===== config.mk =====
export PLATFORM = sky130hd
export DESIGN_NAME = rtty_character_framer_unit
export DESIGN_NICKNAME = d
export VERILOG_FILES = /design/src/rcf_pkg.sv /design/src/rcf_front.sv /design/src/rcf_queue.sv /design/src/rcf_back.sv /design/src/rtty_character_framer_unit.sv
export SDC_FILE = /design/constraint.sdc
export NUM_CORES = 1
export LEC_CHECK = 0
export ABC_CLOCK_PERIOD_IN_PS = 2200
export BUFFER_PORTS_ARGS = -buffer_cell sky130_fd_sc_hd__buf_2
export CORE_ASPECT_RATIO = 0.6
export CORE_UTILIZATION = 40
export CTS_BUF_LIST = sky130_fd_sc_hd__clkbuf_4
export DETAILED_ROUTE_END_ITERATION = 8
export PLACE_DENSITY_LB_ADDON = 0.15
export SYNTH_ARGS = -nofsm -noshare
export SYNTH_HDL_FRONTEND = slang
export SYNTH_SLANG_ARGS = --single-unit

===== constraint.sdc =====
create_clock -name clk -period 2.2 [get_ports clk]
set_clock_uncertainty 0.1 [all_clocks]
set_input_delay 0.44 -clock clk [delete_from_list [all_inputs] [get_ports clk]]
set_output_delay 0.44 -clock clk [all_outputs]
set_load 0.02 [all_outputs]

===== src/rcf_pkg.sv =====
`default_nettype none

package rcf_pkg;

    localparam int TABLE_SIZE = 96;
    localparam int QUEUE_DEPTH = 2;

    localparam logic [4:0] CODE_LTRS = 5'h1F;
    localparam logic [4:0] CODE_FIGS = 5'h1B;
    localparam logic [3:0] BAUDOT_BITS = 4'd5;

    localparam logic [2:0] BIT_HALVES = 3'd2;
    localparam logic [2:0] STOP_HALVES_SHORT = 3'd3;
    localparam logic [2:0] STOP_HALVES_LONG = 3'd4;

    localparam int CFG_INDEX_W = 2;
    localparam logic [CFG_INDEX_W-1:0] REG_ENCODING_MODE = 2'd0;
    localparam logic [CFG_INDEX_W-1:0] REG_TWO_STOP_BITS = 2'd1;

    typedef enum logic [1:0] {
        CLS_NONE   = 2'd0,
        CLS_LETTER = 2'd1,
        CLS_FIGURE = 2'd2,
        CLS_BOTH   = 2'd3
    } char_class_t;

    typedef enum logic {
        SEQ_FIRST  = 1'b0,
        SEQ_SECOND = 1'b1
    } seq_state_t;

    // one queued character, already classified
    typedef struct packed {
        logic       has_shift;
        logic [4:0] shift_code;
        logic [7:0] data;
        logic [3:0] data_bits;
        logic [2:0] stop_halves;
    } rcf_cmd_t;

    typedef struct packed {
        logic full;
        logic not_empty;
    } q_status_t;

    // bits 6..5 class, bits 4..0 ITA2 code
    localparam logic [6:0] ITA2_ROM [TABLE_SIZE] = '{
        7'h60, 7'h00, 7'h00, 7'h00, 7'h00, 7'h00, 7'h00, 7'h45,
        7'h00, 7'h00, 7'h62, 7'h00, 7'h00, 7'h68, 7'h00, 7'h00,
        7'h00, 7'h00, 7'h00, 7'h00, 7'h00, 7'h00, 7'h00, 7'h00,
        7'h00, 7'h00, 7'h00, 7'h00, 7'h00, 7'h00, 7'h00, 7'h00,
        7'h64, 7'h4d, 7'h51, 7'h54, 7'h49, 7'h00, 7'h5a, 7'h4b,
        7'h4f, 7'h52, 7'h00, 7'h52, 7'h4c, 7'h43, 7'h5c, 7'h5d,
        7'h56, 7'h57, 7'h53, 7'h41, 7'h4a, 7'h50, 7'h55, 7'h47,
        7'h46, 7'h58, 7'h4e, 7'h5e, 7'h00, 7'h00, 7'h00, 7'h59,
        7'h00, 7'h23, 7'h39, 7'h2e, 7'h29, 7'h21, 7'h2d, 7'h3a,
        7'h34, 7'h26, 7'h2b, 7'h2f, 7'h32, 7'h3c, 7'h2c, 7'h38,
        7'h36, 7'h37, 7'h2a, 7'h25, 7'h30, 7'h27, 7'h3e, 7'h33,
        7'h3d, 7'h35, 7'h31, 7'h00, 7'h00, 7'h00, 7'h00, 7'h00
    };

endpackage

`default_nettype wire


===== src/rcf_front.sv =====
`default_nettype none

module rcf_front #(
    parameter int ASCII_DATA_BITS = 7
) (
    input  wire logic [7:0]      character,
    input  wire logic            encoding_mode,
    input  wire logic            two_stop_bits,
    output rcf_pkg::rcf_cmd_t    cmd
);

    logic [6:0]                 rom_entry;
    rcf_pkg::char_class_t       cls;

    always_comb
    begin
        // codes at 0x60 and above are not encodable
        if (character < 8'(rcf_pkg::TABLE_SIZE))
        begin
            rom_entry = rcf_pkg::ITA2_ROM[character[6:0]];
        end
        else
        begin
            rom_entry = 7'd0;
        end
        cls = rcf_pkg::char_class_t'(rom_entry[6:5]);

        cmd.stop_halves = two_stop_bits ? rcf_pkg::STOP_HALVES_LONG
                                        : rcf_pkg::STOP_HALVES_SHORT;
        cmd.has_shift  = 1'b0;
        cmd.shift_code = rcf_pkg::CODE_LTRS;

        if (!encoding_mode)
        begin
            cmd.data      = character;
            cmd.data_bits = 4'(ASCII_DATA_BITS);
        end
        else
        begin
            cmd.data      = {3'd0, rom_entry[4:0]};
            cmd.data_bits = rcf_pkg::BAUDOT_BITS;
            case (cls)
                rcf_pkg::CLS_LETTER:
                begin
                    cmd.has_shift  = 1'b1;
                    cmd.shift_code = rcf_pkg::CODE_LTRS;
                end
                rcf_pkg::CLS_FIGURE:
                begin
                    cmd.has_shift  = 1'b1;
                    cmd.shift_code = rcf_pkg::CODE_FIGS;
                end
                default:
                begin
                    cmd.has_shift = 1'b0;
                end
            endcase
        end
    end

endmodule

`default_nettype wire


===== src/rcf_queue.sv =====
`default_nettype none

module rcf_queue (
    input  wire logic               clk,
    input  wire logic               rst_n,
    input  wire logic               push,
    input  wire rcf_pkg::rcf_cmd_t  push_cmd,
    input  wire logic               pop,
    output rcf_pkg::rcf_cmd_t       head_cmd,
    output rcf_pkg::q_status_t      status
);

    localparam int PTR_W = $clog2(rcf_pkg::QUEUE_DEPTH);
    localparam int CNT_W = $clog2(rcf_pkg::QUEUE_DEPTH + 1);

    rcf_pkg::rcf_cmd_t  mem [rcf_pkg::QUEUE_DEPTH];
    logic [PTR_W-1:0]   wr_ptr_reg, wr_ptr_next;
    logic [PTR_W-1:0]   rd_ptr_reg, rd_ptr_next;
    logic [CNT_W-1:0]   count_reg, count_next;

    always_comb
    begin
        wr_ptr_next = wr_ptr_reg;
        rd_ptr_next = rd_ptr_reg;
        count_next  = count_reg;
        if (push)
        begin
            wr_ptr_next = (wr_ptr_reg == PTR_W'(rcf_pkg::QUEUE_DEPTH - 1))
                          ? '0 : wr_ptr_reg + 1'b1;
        end
        if (pop)
        begin
            rd_ptr_next = (rd_ptr_reg == PTR_W'(rcf_pkg::QUEUE_DEPTH - 1))
                          ? '0 : rd_ptr_reg + 1'b1;
        end
        if (push && !pop)
        begin
            count_next = count_reg + 1'b1;
        end
        else if (pop && !push)
        begin
            count_next = count_reg - 1'b1;
        end
    end

    always_ff @(posedge clk or negedge rst_n)
    begin
        if (!rst_n)
        begin
            wr_ptr_reg <= '0;
            rd_ptr_reg <= '0;
            count_reg  <= '0;
        end
        else
        begin
            wr_ptr_reg <= wr_ptr_next;
            rd_ptr_reg <= rd_ptr_next;
            count_reg  <= count_next;
        end
    end

    always_ff @(posedge clk)
    begin
        if (push)
        begin
            mem[wr_ptr_reg] <= push_cmd;
        end
    end

    assign head_cmd         = mem[rd_ptr_reg];
    assign status.full      = (count_reg == CNT_W'(rcf_pkg::QUEUE_DEPTH));
    assign status.not_empty = (count_reg != '0);

endmodule

`default_nettype wire


===== src/rcf_back.sv =====
`default_nettype none

module rcf_back (
    input  wire logic               clk,
    input  wire logic               rst_n,
    input  wire logic               cmd_valid,
    input  wire rcf_pkg::rcf_cmd_t  cmd,
    output logic                    cmd_pop,
    output logic                    out_valid,
    input  wire logic               out_stall,
    output logic                    line_level,
    output logic [2:0]              half_bit_count,
    output logic                    last_element
);

    rcf_pkg::seq_state_t state_reg, state_next;
    logic [3:0]  idx_reg, idx_next;
    logic        out_valid_reg;
    logic        level_reg, level_next;
    logic [2:0]  halves_reg, halves_next;
    logic        last_reg, last_next;

    logic        advance;
    logic        in_shift;
    logic [7:0]  frame_data;
    logic [3:0]  frame_bits;
    logic        at_stop;
    logic [2:0]  bit_sel;

    // element index: 0 start, 1..frame_bits data, frame_bits+1 stop
    always_comb
    begin
        advance    = cmd_valid && (!out_valid_reg || !out_stall);
        in_shift   = (state_reg == rcf_pkg::SEQ_FIRST) && cmd.has_shift;
        frame_data = in_shift ? {3'd0, cmd.shift_code} : cmd.data;
        frame_bits = in_shift ? rcf_pkg::BAUDOT_BITS : cmd.data_bits;
        at_stop    = (idx_reg == frame_bits + 4'd1);
        bit_sel    = 3'(idx_reg - 4'd1);

        state_next  = state_reg;
        idx_next    = idx_reg;
        cmd_pop     = 1'b0;
        level_next  = level_reg;
        halves_next = halves_reg;
        last_next   = last_reg;

        if (advance)
        begin
            last_next = at_stop && !in_shift;
            if (idx_reg == 4'd0)
            begin
                level_next  = 1'b0;
                halves_next = rcf_pkg::BIT_HALVES;
            end
            else if (at_stop)
            begin
                level_next  = 1'b1;
                halves_next = cmd.stop_halves;
            end
            else
            begin
                level_next  = frame_data[bit_sel];
                halves_next = rcf_pkg::BIT_HALVES;
            end

            if (at_stop)
            begin
                idx_next = 4'd0;
                case (state_reg)
                    rcf_pkg::SEQ_FIRST:
                    begin
                        if (in_shift)
                        begin
                            state_next = rcf_pkg::SEQ_SECOND;
                        end
                        else
                        begin
                            cmd_pop = 1'b1;
                        end
                    end
                    default:
                    begin
                        state_next = rcf_pkg::SEQ_FIRST;
                        cmd_pop    = 1'b1;
                    end
                endcase
            end
            else
            begin
                idx_next = idx_reg + 4'd1;
            end
        end
    end

    always_ff @(posedge clk or negedge rst_n)
    begin
        if (!rst_n)
        begin
            state_reg     <= rcf_pkg::SEQ_FIRST;
            idx_reg       <= 4'd0;
            out_valid_reg <= 1'b0;
        end
        else
        begin
            state_reg <= state_next;
            idx_reg   <= idx_next;
            if (!out_valid_reg || !out_stall)
            begin
                out_valid_reg <= cmd_valid;
            end
        end
    end

    always_ff @(posedge clk)
    begin
        level_reg  <= level_next;
        halves_reg <= halves_next;
        last_reg   <= last_next;
    end

    assign out_valid      = out_valid_reg;
    assign line_level     = level_reg;
    assign half_bit_count = halves_reg;
    assign last_element   = last_reg;

endmodule

`default_nettype wire


===== src/rtty_character_framer_unit.sv =====
// RTTY character framer: one character in, a train of line elements out.
// Input channel: in_valid / in_stall with the 8-bit character. A beat is
// taken when in_valid is high and in_stall low.
// Output channel: out_valid / out_stall with line_level (1 mark, 0 space),
// half_bit_count (2 for start/data, 3 or 4 for the stop element) and
// last_element, set on the final element of a character.
// Config: cfg_valid / cfg_ready with cfg_index and cfg_data; index 0 is
// encoding_mode (0 ASCII, 1 Baudot ITA2), index 1 two_stop_bits. Other
// indexes are ignored. cfg_ready is always high; write only while idle.
// The queue and the output register lie between a beat and its first
// element. The back end emits one element per cycle while out_stall is
// low and the queue is not empty: 9 elements for an ASCII character
// (ASCII_DATA_BITS + 2), 7 for Baudot, 14 when a LTRS/FIGS frame leads it.
// The sequencer sets these; a two-entry queue takes the next characters.
// A stalled receiver holds the output register; the sequencer waits and the
// queue fills, then in_stall rises.
// Reset clears the queue and sequencer and loads ASCII mode, 2-bit stop.
`default_nettype none

module rtty_character_framer_unit #(
    parameter int ASCII_DATA_BITS = 7
) (
    input  wire logic                            clk,
    input  wire logic                            rst_n,
    input  wire logic                            in_valid,
    output logic                                 in_stall,
    input  wire logic [7:0]                      character,
    output logic                                 out_valid,
    input  wire logic                            out_stall,
    output logic                                 line_level,
    output logic [2:0]                           half_bit_count,
    output logic                                 last_element,
    input  wire logic                            cfg_valid,
    output logic                                 cfg_ready,
    input  wire logic [rcf_pkg::CFG_INDEX_W-1:0] cfg_index,
    input  wire logic                            cfg_data
);

    logic                   encoding_mode_reg;
    logic                   two_stop_bits_reg;
    rcf_pkg::rcf_cmd_t      front_cmd;
    rcf_pkg::rcf_cmd_t      head_cmd;
    rcf_pkg::q_status_t     q_status;
    logic                   push;
    logic                   pop;

    assign cfg_ready = 1'b1;

    always_ff @(posedge clk or negedge rst_n)
    begin
        if (!rst_n)
        begin
            encoding_mode_reg <= 1'b0;
            two_stop_bits_reg <= 1'b1;
        end
        else if (cfg_valid && cfg_ready)
        begin
            case (cfg_index)
                rcf_pkg::REG_ENCODING_MODE: encoding_mode_reg <= cfg_data;
                rcf_pkg::REG_TWO_STOP_BITS: two_stop_bits_reg <= cfg_data;
                default:
                begin
                end
            endcase
        end
    end

    assign in_stall = q_status.full;
    assign push     = in_valid && !in_stall;

    rcf_front #(
        .ASCII_DATA_BITS(ASCII_DATA_BITS)
    ) u_front (
        .character     (character),
        .encoding_mode (encoding_mode_reg),
        .two_stop_bits (two_stop_bits_reg),
        .cmd           (front_cmd)
    );

    rcf_queue u_queue (
        .clk      (clk),
        .rst_n    (rst_n),
        .push     (push),
        .push_cmd (front_cmd),
        .pop      (pop),
        .head_cmd (head_cmd),
        .status   (q_status)
    );

    rcf_back u_back (
        .clk            (clk),
        .rst_n          (rst_n),
        .cmd_valid      (q_status.not_empty),
        .cmd            (head_cmd),
        .cmd_pop        (pop),
        .out_valid      (out_valid),
        .out_stall      (out_stall),
        .line_level     (line_level),
        .half_bit_count (half_bit_count),
        .last_element   (last_element)
    );

    // the final element of a character is always its stop element
    a_last_is_stop: assert property (@(posedge clk) disable iff (!rst_n)
        out_valid && last_element |-> line_level
            && (half_bit_count == rcf_pkg::STOP_HALVES_SHORT
                || half_bit_count == rcf_pkg::STOP_HALVES_LONG))
        else $error("last element is not a stop element");

    // space is only ever a start or data bit
    a_space_len: assert property (@(posedge clk) disable iff (!rst_n)
        out_valid && !line_level |-> half_bit_count == rcf_pkg::BIT_HALVES)
        else $error("space element with wrong length");

    // the sequencer never pops an empty queue
    a_pop_nonempty: assert property (@(posedge clk) disable iff (!rst_n)
        pop |-> q_status.not_empty)
        else $error("pop from empty queue");

endmodule

`default_nettype wire


=== Yosys cells after proc, flatten, opt, wreduce, memory -nomap -nowiden ===
Memory sizes are Yosys's and may differ from the RTL's.
Cells that the tools add are included.
Widths: inputs -> output; s select.

* Add/sub/neg operators: 7
* Order comparisons: 3
* Eq/ne operators: 5
* Multiplexer cells: 26
* Bitwise gates (word level): 3
* Reductions and logical operators: 22

{| class="wikitable"
|+ Operators with widths
! kind !! count
|-
| $mux 7 || 3
|-
| $mux 1 || 13
|-
| $mux 12 || 1
|-
| $add 4x1->4 const B || 2
|-
| $ge 8x8->1 const B || 1
|-
| $lt 8x7->1 const B || 1
|-
| $mux 4 || 2
|-
| $mux 8 || 1
|-
| $not 7->8 || 1
|-
| $logic_and 1x1->1 || 6
|-
| $logic_not 1->1 || 6
|-
| $mux 3 || 2
|-
| $mux 6 || 1
|-
| $reduce_and 2->1 || 3
|-
| $eq 2x1->1 const B || 2
|-
| $eq 2x2->1 const B || 2
|-
| $eq 4x4->1 || 1
|-
| $logic_not 4->1 || 1
|-
| $lt 3x4->1 const B || 1
|-
| $mux 2 || 2
|-
| $reduce_bool 2->1 || 2
|-
| $reduce_or 2->1 || 2
|-
| $bmux 1 s3 || 1
|-
| $sub 3x1->3 const B || 1
|-
| other kinds (6) || 8
|}

* Register bits: 17
* Bits in writable memories: 42
* Bits in read-only memories: 896
* Input bits: 16
* Output and inout port bits: 8
* Logic and storage cells: 79
* Memories kept: 2

{| class="wikitable"
|+ Memory list
! name !! depth !! bits a word !! rd ports !! clocked after memory_dff !! wr ports !! line !! source
|-
| (name not given) || 128 || 7 || 1 || 0 || 0 || rcf_front.sv:20 || <nowiki>rom_entry = rcf_pkg::ITA2_ROM[character[6:0]];</nowiki>
|-
| u_queue.mem || 2 || 21 || 1 || 0 || 1 || rcf_queue.sv:16 || <nowiki>rcf_pkg::rcf_cmd_t mem [rcf_pkg::QUEUE_DEPTH];</nowiki>
|}

=== Logic depth before layout (Yosys ltp) ===
Gate-level depths: netlist (run 1).

* Depth in word-level cells: 10
* Mapped depth: 11

=== By module ===
Synthesis (run 1) repeated with hierarchy kept, for this count alone.

* Cell total of the unflattened synthesis: 320
* Area total of the unflattened synthesis: 3642.2 um^2

{| class="wikitable"
|+ By module, submodules not included
! module !! instances !! cells an instance !! area each (um^2) !! sequential area each (um^2)
|-
| rcf_queue || 1 || 81 || 1709.1 || 1361.3
|-
| rcf_front || 1 || 155 || 1041.0 || 0.0
|-
| rcf_back || 1 || 75 || 785.8 || 300.3
|-
| rtty_character_framer_unit || 1 || 9 || 106.4 || 51.3
|}

=== Least setup slack after synthesis (run 1) ===
Ideal clock, no wire load.

* Path kind: input to register
* Start point: in character[1]
* End point: mem u_queue.mem[0][7] (netlist name), data pin
* Data arrival time: 1.720 ns
* Slack: 0.110 ns
* Stages on the path: 7
* Path through: inv_1 ha_1 nor2b_1 a21oi_1 mux4_2 a21boi_1 o32ai_1

{| class="wikitable"
|+ RTL lines
! element !! line !! source
|-
| start: declaration || rtty_character_framer_unit.sv:27 || <nowiki>input wire logic [7:0] character,</nowiki>
|-
| end: declaration || rcf_queue.sv:16 ||
|}

=== Final worst setup path (run 1) ===
* Start point: reg u_back.state_reg
* End point: reg u_queue.count_reg[1]

* Longest elaborated chain between the ends: 10
* Elaborated cells between the ends (all ways): 14

{| class="wikitable"
|+ RTL lines
! element !! line !! source
|-
| start: declaration || rcf_back.sv:16 || <nowiki>rcf_pkg::seq_state_t state_reg, state_next;</nowiki>
|-
| start signal: assignment || rcf_back.sv:99 || <nowiki>state_reg <= rcf_pkg::SEQ_FIRST;</nowiki>
|-
| start signal: assignment || rcf_back.sv:105 || <nowiki>state_reg <= state_next;</nowiki>
|-
| $not 1->1 || rcf_back.sv:34 || <nowiki>in_shift = (state_reg == rcf_pkg::SEQ_FIRST) && cmd.has_shift;</nowiki>
|-
| $logic_and 1x1->1 || rcf_back.sv:34 ||
|-
| $mux 4 || rcf_back.sv:36 || <nowiki>frame_bits = in_shift ? rcf_pkg::BAUDOT_BITS : cmd.data_bits;</nowiki>
|-
| $add 4x1->4 || rcf_back.sv:37 || <nowiki>at_stop = (idx_reg == frame_bits + 4'd1);</nowiki>
|-
| $eq 4x4->1 || rcf_back.sv:37 ||
|-
| $mux 1 (*) || rcf_back.sv:66 || <nowiki>if (at_stop)</nowiki>
|-
| $mux 1 (*) || rcf_back.sv:47 || <nowiki>if (advance)</nowiki>
|-
| $logic_not 1->1 || rcf_queue.sv:36 || <nowiki>if (push && !pop)</nowiki>
|-
| $logic_and 1x1->1 || rcf_queue.sv:36 ||
|-
| $mux 2 or $reduce_bool 2->1 (tied branches) || - ||
|-
| end signal: assignment || rcf_queue.sv:58 || <nowiki>count_reg <= count_next;</nowiki>
|-
| end: declaration || rcf_queue.sv:19 || <nowiki>logic [CNT_W-1:0] count_reg, count_next;</nowiki>
|}

Every way passes the cells marked *; elsewhere a longest branch is shown, timed or not.
A chain may end at the register's enable or synchronous reset.

==> run metrics, run 1 <==
outcome=complete, but fails checks; failing checks=DRC; ratio of cells with drive above 1 in the final layout=31.9%; max-cap violation count=0; area growth from synthesis to final layout=21.7%; post-synthesis sequential element count=43; Switching Share=36.8%; input/output buffers=22; aggregate global routing overflow=0; number of standard-cell rows in the floorplan=23; kind of launch point of the worst setup path=register; CTS root buf=clkbuf_4; clock latency on the worst-skew pair=370 ps; number of fill cells=624; critical path required time=2410 ps; critical path type=reg2reg; logic depth of the worst register-to-register path=10; Seq. cell area=1230 sq um; sequential share of the synthesized area=42.8%; clock-pin transition on the worst setup and hold timing paths=130 ps; initial detailed-routing violation count=193; vias in the first global route=2155; top library cells by usage in the layout, fill and taps aside=49 x buf_4, 31 x edfxtp_1, 22 x buf_2, 20 x nor2_1, 17 x inv_1; final RePlAce weighted congestion=0.922; worst reg2reg endpoint=u_queue.count_reg[1]; count of cell types in the netlist=61; yosys synthesis warning count=0; starting utilization of the core area=42.2%; net switching power=1290 uW; total half-perimeter wirelength after legalization and detailed placement=5540 microns; total of endpoints with negative setup slack in the final report=0; number of enable-type register cells in the synthesized netlist=31; WHS Path Cells=3; count of antenna diodes in the layout=0; Endpoint, Worst Hold=encoding_mode_reg; nets in the synthesized netlist=303; combinational power share=44.1%; width of the die=111 microns; overall via count from detail_route=2346; flip-flop cell with the highest count after synthesis=edfxtp_1; area used by multi-input combinational logic=1490 sq um; achievable frequency=474 MHz; Max IR drop VDD=0.466 mV; total negative setup slack=0 ps; shortest period the worst path allows=2110 ps; Static Leak=0.00145 uW; initial antenna violation count=0; number of flip-flops under the largest register name=26; Internal Pwr Total=2210 uW; die span in y=67.7 microns; drt wl/cell=17.0 microns; Worst Path Arrival=2320 ps; WL final=7180 microns; global-route wire length before repair=11500 microns; mean area per synthesized cell=10.6 sq um; count of final hold-check violations=0; count of mapped cells out of synthesis=272; core footprint=6820 sq um; Tot GR Track Use=20.4%; maximum fanout along the worst path=4; startpoint of the lowest-slack hold path=cfg_data; final antenna-violating net count=0; die outline area=7550 sq um; Netlist Area Pre-Place=2880 sq um; Worst Setup End Kind=register; Ports=24; power density over cell area=1000 nW/um^2; share of power burned in the clock network=18.0%; proportion of netlist area held by the largest area contributor=32.4%; clock tree from TritonCTS=done; Total Nets Final=365; final core utilization=51.3%; library cell occupying the most area in the post-synthesis netlist=edfxtp_1; number of pins exceeding their max-slew limit in the final report=0; CTS sink cnt=43; register share of total power=38.0%; maximum number of pins on one net before global-route repair=17; first drt pass iteration count=7; worst reg2reg setup slack=90 ps; most frequent standard cell in the layout excluding fill and tap cells=buf_4; Via density=5.56; htree depth=2; number of DRC violations after detailed routing=2; CTS Buf Count=5; critical register-to-register path startpoint=u_back.state_reg; maximum number of buffers from clock root to sink=2; type of the tightest min-delay check=in2reg; post-route fraction of the period consumed by the critical path=95.8%; dominant cells by area after synthesis=edfxtp_1 32%, dfrtp_1 9.6%, ha_1 6.5%; proportion of register bits with asynchronous set or reset after synthesis=27.9%
## per-stage QoR
step	worst slack [ps]	total power, uW	instances	area [sq um]	hold slack [ps]
2_1_floorplan	110	2280	272	2880	44.4
3_3_place_gp	-121	2760	410	3330	251
3_5_place_dp	-144	2780	410	3330	248
4_1_cts	6.80	3450	420	3470	176
5_1_grt	-39.2	3730	422	3500	178
6_report	91.6	3500	422	3500	183
## worst max path at each step
stage                     slack (ps)                   end                from
after floorplan                  110     u_queue.mem[0][7]        character[1]
after global placement          -120    u_queue.mem[0][20]        character[0]
after detailed placement        -140     u_queue.mem[0][7]        character[0]
after CTS                          7  u_queue.count_reg[1]    u_back.state_reg
after global routing             -40  u_queue.count_reg[1]  u_queue.mem[0][20]
final                             90  u_queue.count_reg[1]    u_back.state_reg
## metal layers
metal	track usage [%]	vias up	share of wire [%]
met5	0	-	0
met4	4.05	0	0.84
met3	7.36	5	10
met2	26.9	90	36
met1	31.2	1120	52
li1	-	1131	-
## synthesized netlist by cell type, types with 2 or more instances
cell type / count
a21oi_1: 13
a221oi_1: 4
a22o_1: 2
a22oi_1: 3
a311oi_1: 2
a31oi_1: 3
and3_1: 3
buf_2: 6
buf_4: 2
buf_6: 4
clkbuf_1: 5
dfrtp_1: 11
edfxtp_1: 31
ha_1: 15
inv_1: 17
inv_2: 3
mux2_2: 2
mux2i_1: 8
mux4_2: 5
nand2_1: 14
nand2b_1: 11
nand3_1: 2
nand3b_1: 4
nand4_1: 2
nor2_1: 20
nor2b_1: 9
nor3_1: 7
o2111ai_1: 2
o211ai_1: 4
o21a_1: 2
o21ai_0: 7
o21ai_1: 7
o21ai_2: 2
o311a_1: 2
o311ai_0: 3
o31ai_1: 3
o32ai_1: 2
o32ai_2: 2
xnor2_1: 3
xor2_1: 4
## timing repair
item,4_1_cts,5_1_grt
resized for setup,2,7
buffers inserted,1,2
endpoints found under the setup margin,2,3
hold buffers,1,0
hold endpoints to repair,11,0
## power groups by stage
stage                     sequential, uW  clock [uW]  combinational, uW
final                               1330         629               1540
after global routing                1360         677               1700
after CTS                           1320         638               1490
after detailed placement            1330           0               1450
after global placement              1320           0               1430
after floorplan                     1350           0                922
## logic make-up (layout without fill, tap and decap cells)
family / count (synthesis) / in the layout / share of synthesized area [%]
buffers and inverters: 38 / 101 / 6.52
adders and majority gates: 15 / 15 / 6.52
other: 1 / 1 / 0.130
and+or+nand+nor: 80 / 80 / 15.0
muxes: 16 / 16 / 8.40
xor gates and xnor gates: 7 / 7 / 2.13
DFF: 43 / 43 / 42.8
AOI/OAI and AO/OA: 72 / 72 / 18.5
## critical path, stage by stage, from the launching register on
cell and delay, ps:
dfrtp_2 490, nor2b_2 210, o32ai_4 130, mux2i_2 180
buf_4 160, nor3_4 140, inv_1 70, ha_1 180
xor2_1 140, nor2_1 110, xor2_1 140
## final cells by class
cell class                 count  share of cell area [%]
timing repair buffer          72                    13.9
sequential                    43                    35.3
tap                           87                    3.11
clock inverter                 3                    1.93
multi-input combinational    191                    42.4
clock buffer                   5                    1.07
inverter                      21                    2.25
(Power assumes the default switching activity.)
==> run 2, diff against run 1 <==
--- a/config.mk
+++ b/config.mk
@@ -8,7 +8,7 @@
 export ABC_CLOCK_PERIOD_IN_PS = 2200
 export BUFFER_PORTS_ARGS = -buffer_cell sky130_fd_sc_hd__buf_2
 export CORE_ASPECT_RATIO = 0.6
-export CORE_UTILIZATION = 40
+export CORE_UTILIZATION = 50
 export CTS_BUF_LIST = sky130_fd_sc_hd__clkbuf_4
 export DETAILED_ROUTE_END_ITERATION = 8
 export PLACE_DENSITY_LB_ADDON = 0.15
==> constraint.sdc (replaced) <==
create_clock -name clk -period 2.2 [get_ports clk]
set_clock_uncertainty 0.1 [all_clocks]
set_input_delay 0.44 -clock clk [delete_from_list [all_inputs] [get_ports clk]]
set_output_delay 0.44 -clock clk [all_outputs]
set_load 0.01 [all_outputs]
==> run 2 against run 1 <==
Net effect:
- global-route usage is 3.2 points higher
- maximum frequency is 0.58% lower
- combinational power is 6% lower
- register-to-register slack better by 20 ps
- largest power group unchanged
- first-iteration DRC count is 46% higher
- via count is 1.0% lower
- the run now ends clean
- clock-buffer cell count is 1 higher
- final area is 2.5% lower
- sequential share of layout area is 0.89 points higher
- clock power is 41% lower
- final cell count is 3.6% lower
==> run metrics, run 2 (same netlist as run 1, synthesis figures left out) <==
Via density=5.71 (was 5.56); final RePlAce weighted congestion=1.01 (was 0.922); post-route worst hold slack=203 ps (was 183 ps); shortest period the worst path allows=2120 ps (was 2110 ps); global-route wire length before repair=10500 microns (was 11500 microns); maximum number of buffers from clock root to sink=2 (unchanged); total of endpoints with negative setup slack in the final report=0 (unchanged); Ports=24 (unchanged); ratio of cells with drive above 1 in the final layout=30.6% (was 31.9%); setup repair after global routing missed its margin=true; final antenna-violating net count=0 (unchanged); CTS root buf=clkbuf_4 (unchanged); count of antenna diodes in the layout=0 (unchanged); kind of launch point of the worst setup path=primary input (was register); largest stage delay on the critical path=510 ps (was 490 ps); number of pins exceeding their max-slew limit in the final report=0 (unchanged); slew of the pin with the lowest slew margin=525 ps; Worst Setup End Kind=register (unchanged); Max IR drop VDD=0.686 mV (was 0.466 mV); initial detailed-routing violation count=281 (was 193); vias in the first global route=2059 (was 2155); max-cap violation count=0 (unchanged); worst slew margin relative to its limit=64.7%; CTS sink cnt=43 (unchanged); minimum setup slack after placement=-192 ps (was -144 ps); outcome=finished, final reports clean (was complete, but fails checks); most frequent standard cell in the layout excluding fill and tap cells=buf_4 (unchanged); width of the die=99.9 microns (was 111 microns); Tot GR Track Use=23.7% (was 20.4%); Static Leak=0.00141 uW (was 0.00145 uW); total negative setup slack=0 ps (unchanged); starting utilization of the core area=54.2% (was 42.2%); power density over cell area=922 nW/um^2 (was 1000 nW/um^2); die outline area=6070 sq um (was 7550 sq um); type of the tightest min-delay check=in2reg (unchanged); number of fill cells=463 (was 624); cell class contributing the biggest share of worst-path delay=compound AO/OA/AOI/OAI gates (was flip-flops); Overall Power=3150 uW (was 3500 uW); post-route fraction of the period consumed by the critical path=96.4% (was 95.8%); clock-pin transition on the worst setup and hold timing paths=110 ps (was 130 ps); count of final hold-check violations=0 (unchanged); CTS Buf Count=5 (unchanged); core footprint=5310 sq um (was 6820 sq um); drt wl/cell=16.6 microns (was 17.0 microns); Total Nets Final=360 (was 365); critical path type=in2reg (was reg2reg); achievable frequency=472 MHz (was 474 MHz); clock tree from TritonCTS=done (unchanged); area growth from synthesis to final layout=18.7% (was 21.7%); slowest cell on the critical path=a311oi_1 (was dfrtp_2); setup ws final=79.3 ps (was 91.6 ps); cells traversed along the worst timing path=buf_2 -> inv_1 -> buf_4 -> ha_1 -> nand2b_1 -> a311oi_1 -> a21oi_1 -> a221oi_1 -> o32ai_1 (was nor2b_2 -> o32ai_4 -> mux2i_2 -> buf_4 -> nor3_4 -> inv_1 -> ha_1 -> xor2_1 -> nor2_1 -> xor2_1); Worst Path Arrival=2120 ps (was 2320 ps); maximum number of pins on one net before global-route repair=20 (was 17); number of standard-cell rows in the floorplan=20 (was 23); htree depth=2 (unchanged); maximum fanout along the worst path=6 (was 4); clock latency on the worst-skew pair=350 ps (was 370 ps); die span in y=60.8 microns (was 67.7 microns); total half-perimeter wirelength after legalization and detailed placement=5260 microns (was 5540 microns); input/output buffers=22 (unchanged); WL final=6740 microns (was 7180 microns); aggregate global routing overflow=0 (unchanged); critical path required time=2200 ps (was 2410 ps); number of DRC violations after detailed routing=0 (was 2); overall via count from detail_route=2322 (was 2346); first drt pass iteration count=5 (was 7); initial antenna violation count=0 (unchanged); number of buffers and inverters on the critical path=3 (was 2); top library cells by usage in the layout, fill and taps aside=43 x buf_4, 31 x edfxtp_1, 22 x buf_2, 20 x nor2_1, 16 x inv_1 (was 49 x buf_4, 31 x edfxtp_1, 22 x buf_2, 20 x nor2_1, 17 x inv_1); number of flip-flops under the largest register name=26 (unchanged)
run 2: cell count changes in the layout (fill, tap and decap cells not counted), sizes merged:
cell / before / now
buf: 71 / 66
bufinv: 2 / 0
clkinv: 1 / 3
clkbuf: 5 / 6
clkinvlp: 1 / 0
run 2: repair_timing:
action / 4_1_cts / 5_1_grt
hold buffers: 1 / 0
hold endpoints to repair: 11 / 0
buffers inserted: 0 / 2
resized for setup: 0 / 11
setup endpoints to repair: 0 / 6
run 2: metal layers:
layer,routed length [microns],part of all wire (%),GRT usage [%],up-vias
li1,-,-,-,1129
met1,3420,51,37.0,1061
met2,2440,36,28.2,125
met3,847,13,11.2,7
met4,40,0.59,5.04,0
met5,0,0,0,-
run 2: worst register-to-register path: cells and delay by family, from the launching register on:
| family | cells | cell delay, ps |
|---|---|---|
| compound gates | 3 | 590 |
| flops | 1 | 420 |
| simple gates | 1 | 200 |
| buf+inv | 1 | 230 |
| mux | 1 | 340 |
run 2: final timing paths:
| kind | start | end | slack (ps) | depth (start not counted) |
|---|---|---|---|---|
| worst max-delay path | character[0] | u_queue.mem[0][8] | 80 | 9 |
| worst min-delay path | cfg_data | encoding_mode_reg | 200 | 3 |
| worst max register to register | u_queue.mem[0][20] | u_back.line_level | 110 | 6 |
| worst min register to register | u_queue.wr_ptr_reg | u_queue.wr_ptr_reg | 400 | 1 |
| max in group asynchronous | rst_n | two_stop_bits_reg | 1320 | 2 |
| min in group asynchronous | rst_n | u_back.idx_reg[0] | 390 | 2 |
run 2: area by class of cell:
class / instances / area [sq um] / area share, %
Clock buffer: 6 / 45.0 / 1.32
Sequential cell: 43 / 1230 / 36.2
Inverter: 21 / 78.8 / 2.31
Multi-Input combinational cell: 191 / 1500 / 43.9
Tap cell: 77 / 96.3 / 2.82
Timing Repair Buffer: 67 / 454 / 13.3
Clock inverter: 2 / 7.51 / 0.220
run 2: where the power goes:
group	internal, uW	total [uW]	switching, uW
registers	1170	1340	167
clock network	131	369	238
logic	668	1440	769
run 2: metrics by stage:
| stage | cells | utilization [%] | cell area (sq um) |
|---|---|---|---|
| after global routing | 407 | 64.4 | 3410 |
| after detailed placement | 396 | 62.0 | 3290 |
| final | 407 | 64.4 | 3410 |
| after global placement | 396 | 62.0 | 3290 |
| after floorplan | 272 | - | 2880 |
| after CTS | 405 | 63.2 | 3350 |
==> run 3, diff against run 2 <==
--- a/config.mk
+++ b/config.mk
@@ -9,7 +9,6 @@
 export BUFFER_PORTS_ARGS = -buffer_cell sky130_fd_sc_hd__buf_2
 export CORE_ASPECT_RATIO = 0.6
 export CORE_UTILIZATION = 50
-export CTS_BUF_LIST = sky130_fd_sc_hd__clkbuf_4
 export DETAILED_ROUTE_END_ITERATION = 8
 export PLACE_DENSITY_LB_ADDON = 0.15
 export SYNTH_ARGS = -nofsm -noshare
==> run 3 against run 2 <==
Net effect:
- worst hold slack better by 53 ps
- critical path depth down 3
- core utilization up 0.14 points
- global-route usage up 0.16 points
- first-iteration DRC count down 10%
- wire length up 0.89%
- critical path type is now reg2reg
- highest routed layer unchanged
==> run metrics, run 3 (same netlist as run 1, synthesis figures left out) <==
maximum number of buffers from clock root to sink=2 (unchanged); slowest cell on the critical path=edfxtp_1 (was a311oi_1); input/output buffers=22 (unchanged); count of antenna diodes in the layout=0 (unchanged); initial detailed-routing violation count=252 (was 281); post-route worst hold slack=256 ps (was 203 ps); number of flip-flops under the largest register name=26 (unchanged); max-cap violation count=0 (unchanged); setup repair after global routing missed its margin=true (unchanged); width of the die=99.9 microns (unchanged); power density over cell area=946 nW/um^2 (was 922 nW/um^2); Static Leak=0.00141 uW (about the same); number of pins exceeding their max-slew limit in the final report=0 (unchanged); die span in y=60.8 microns (unchanged); area growth from synthesis to final layout=19.0% (was 18.7%); final antenna-violating net count=0 (unchanged); Ports=24 (unchanged); core footprint=5310 sq um (unchanged); first drt pass iteration count=5 (unchanged); Total Nets Final=358 (was 360); Tot GR Track Use=23.8% (was 23.7%); ratio of cells with drive above 1 in the final layout=29.9% (was 30.6%); die outline area=6070 sq um (unchanged); total of endpoints with negative setup slack in the final report=0 (unchanged); post-route fraction of the period consumed by the critical path=96.7% (was 96.4%); clock latency on the worst-skew pair=300 ps (was 350 ps); global-route wire length before repair=10500 microns (about the same); final RePlAce weighted congestion=1.01 (unchanged); critical path type=reg2reg (was in2reg); number of setup buffers added after CTS=0 (unchanged); CTS root buf=clkbuf_8 (was clkbuf_4); top library cells by usage in the layout, fill and taps aside=42 x buf_4, 31 x edfxtp_1, 22 x buf_2, 20 x nor2_1, 16 x inv_1 (was 43 x buf_4, 31 x edfxtp_1, 22 x buf_2, 20 x nor2_1, 16 x inv_1); number of standard-cell rows in the floorplan=20 (unchanged); total negative setup slack=0 ps (unchanged); Final Instance Area=3420 sq um (was 3410 sq um); drt wl/cell=16.8 microns (was 16.6 microns); post-placement cell area=3290 sq um (unchanged); placed cell count=396 (unchanged); kind of launch point of the worst setup path=register (was primary input); Worst Path Arrival=2080 ps (was 2120 ps); cells traversed along the worst timing path=nor2b_2 -> o32ai_2 -> mux2i_2 -> buf_4 -> o311ai_1 -> a22o_1 (was buf_2 -> inv_1 -> buf_4 -> ha_1 -> nand2b_1 -> a311oi_1 -> a21oi_1 -> a221oi_1 -> o32ai_1); aggregate global routing overflow=0 (unchanged); Via density=5.80 (was 5.71); type of the tightest min-delay check=in2reg (unchanged); Max IR drop VDD=0.690 mV (was 0.686 mV); vias in the first global route=2068 (was 2059); minimum setup slack after placement=-192 ps (unchanged); maximum fanout along the worst path=10 (was 6); initial antenna violation count=0 (unchanged); largest stage delay on the critical path=390 ps (was 510 ps); Worst Setup End Kind=register (unchanged); count of placed standard cells in the final layout, fillers left out=405 (was 407); total half-perimeter wirelength after legalization and detailed placement=5260 microns (unchanged); CTS Buf Count=5 (unchanged); number of DRC violations after detailed routing=0 (unchanged); number of buffers and inverters on the critical path=1 (was 3); setup ws final=72.4 ps (was 79.3 ps); CTS sink cnt=43 (unchanged); maximum number of pins on one net before global-route repair=20 (unchanged); htree depth=2 (unchanged); starting utilization of the core area=54.2% (unchanged); clock tree from TritonCTS=done (unchanged); achievable frequency=470 MHz (was 472 MHz); critical path required time=2160 ps (was 2200 ps); count of final hold-check violations=0 (unchanged); WL final=6800 microns (was 6740 microns); shortest period the worst path allows=2130 ps (was 2120 ps); outcome=finished, final reports clean (unchanged); cell class contributing the biggest share of worst-path delay=compound AO/OA/AOI/OAI gates (unchanged); most frequent standard cell in the layout excluding fill and tap cells=buf_4 (unchanged); overall via count from detail_route=2347 (was 2322); clock-pin transition on the worst setup and hold timing paths=80 ps (was 110 ps)
-- run 3: final cells by class --
type | instances | area, sq um
Timing Repair Buffer | 65 | 435
Multi-Input combinational cell | 191 | 1490
Tap cell | 77 | 96.3
Clock inverter | 1 | 3.75
Inverter | 21 | 78.8
Clock buffer | 7 | 86.3
Fill cell | 464 | 1880
Sequential cell | 43 | 1230
-- run 3: final timing paths --
check,startpoint,end,slack [ps],cells after the start
max in group asynchronous,rst_n,two_stop_bits_reg,1260,2
worst min-delay path,cfg_data,encoding_mode_reg,260,3
worst max-delay path,u_queue.mem[0][20],u_back.line_level,70,6
worst min register to register,u_queue.wr_ptr_reg,u_queue.wr_ptr_reg,390,1
min in group asynchronous,rst_n,u_back.idx_reg[0],460,2
worst max register to register,u_queue.mem[0][20],u_back.line_level,70,6
-- run 3: power breakdown --
group	internal, uW	switching (uW)
registers	1180	164
clock network	251	253
logic	635	758
total	2060	1170
-- run 3: metal layers --
layer	part of all wire, %	wire length, microns	GRT usage (%)	up-vias
met5	0	0	0	-
met4	1.5	102	6.30	0
met3	12	793	11.2	17
met2	35	2410	28.3	122
met1	51	3500	37.0	1086
li1	-	-	-	1122
-- run 3: what timing repair did --
action | 4_1_cts | 5_1_grt
resized for setup | 0 | 9
endpoints found under the setup margin | 0 | 8
hold buffers | 1 | 0
hold endpoints to repair | 11 | 0
-- run 3: stage by stage --
stage | util (%) | total power, uW
finish | 64.5 | 3240
global route | 64.5 | 3440
CTS | 63.9 | 3200
detailed placement | 62.0 | 2690
global placement | 62.0 | 2670
floorplan | - | 2240
-- run 3: worst register-to-register path, delay by kind of cell, from the launching register on --
| kind | cells | cell delay, ps |
|---|---|---|
| AO/OA/AOI/OAI | 3 | 640 |
| flip-flops | 1 | 390 |
| multiplexers | 1 | 350 |
| buffers and inverters | 1 | 220 |
| AND/OR/NAND/NOR | 1 | 180 |
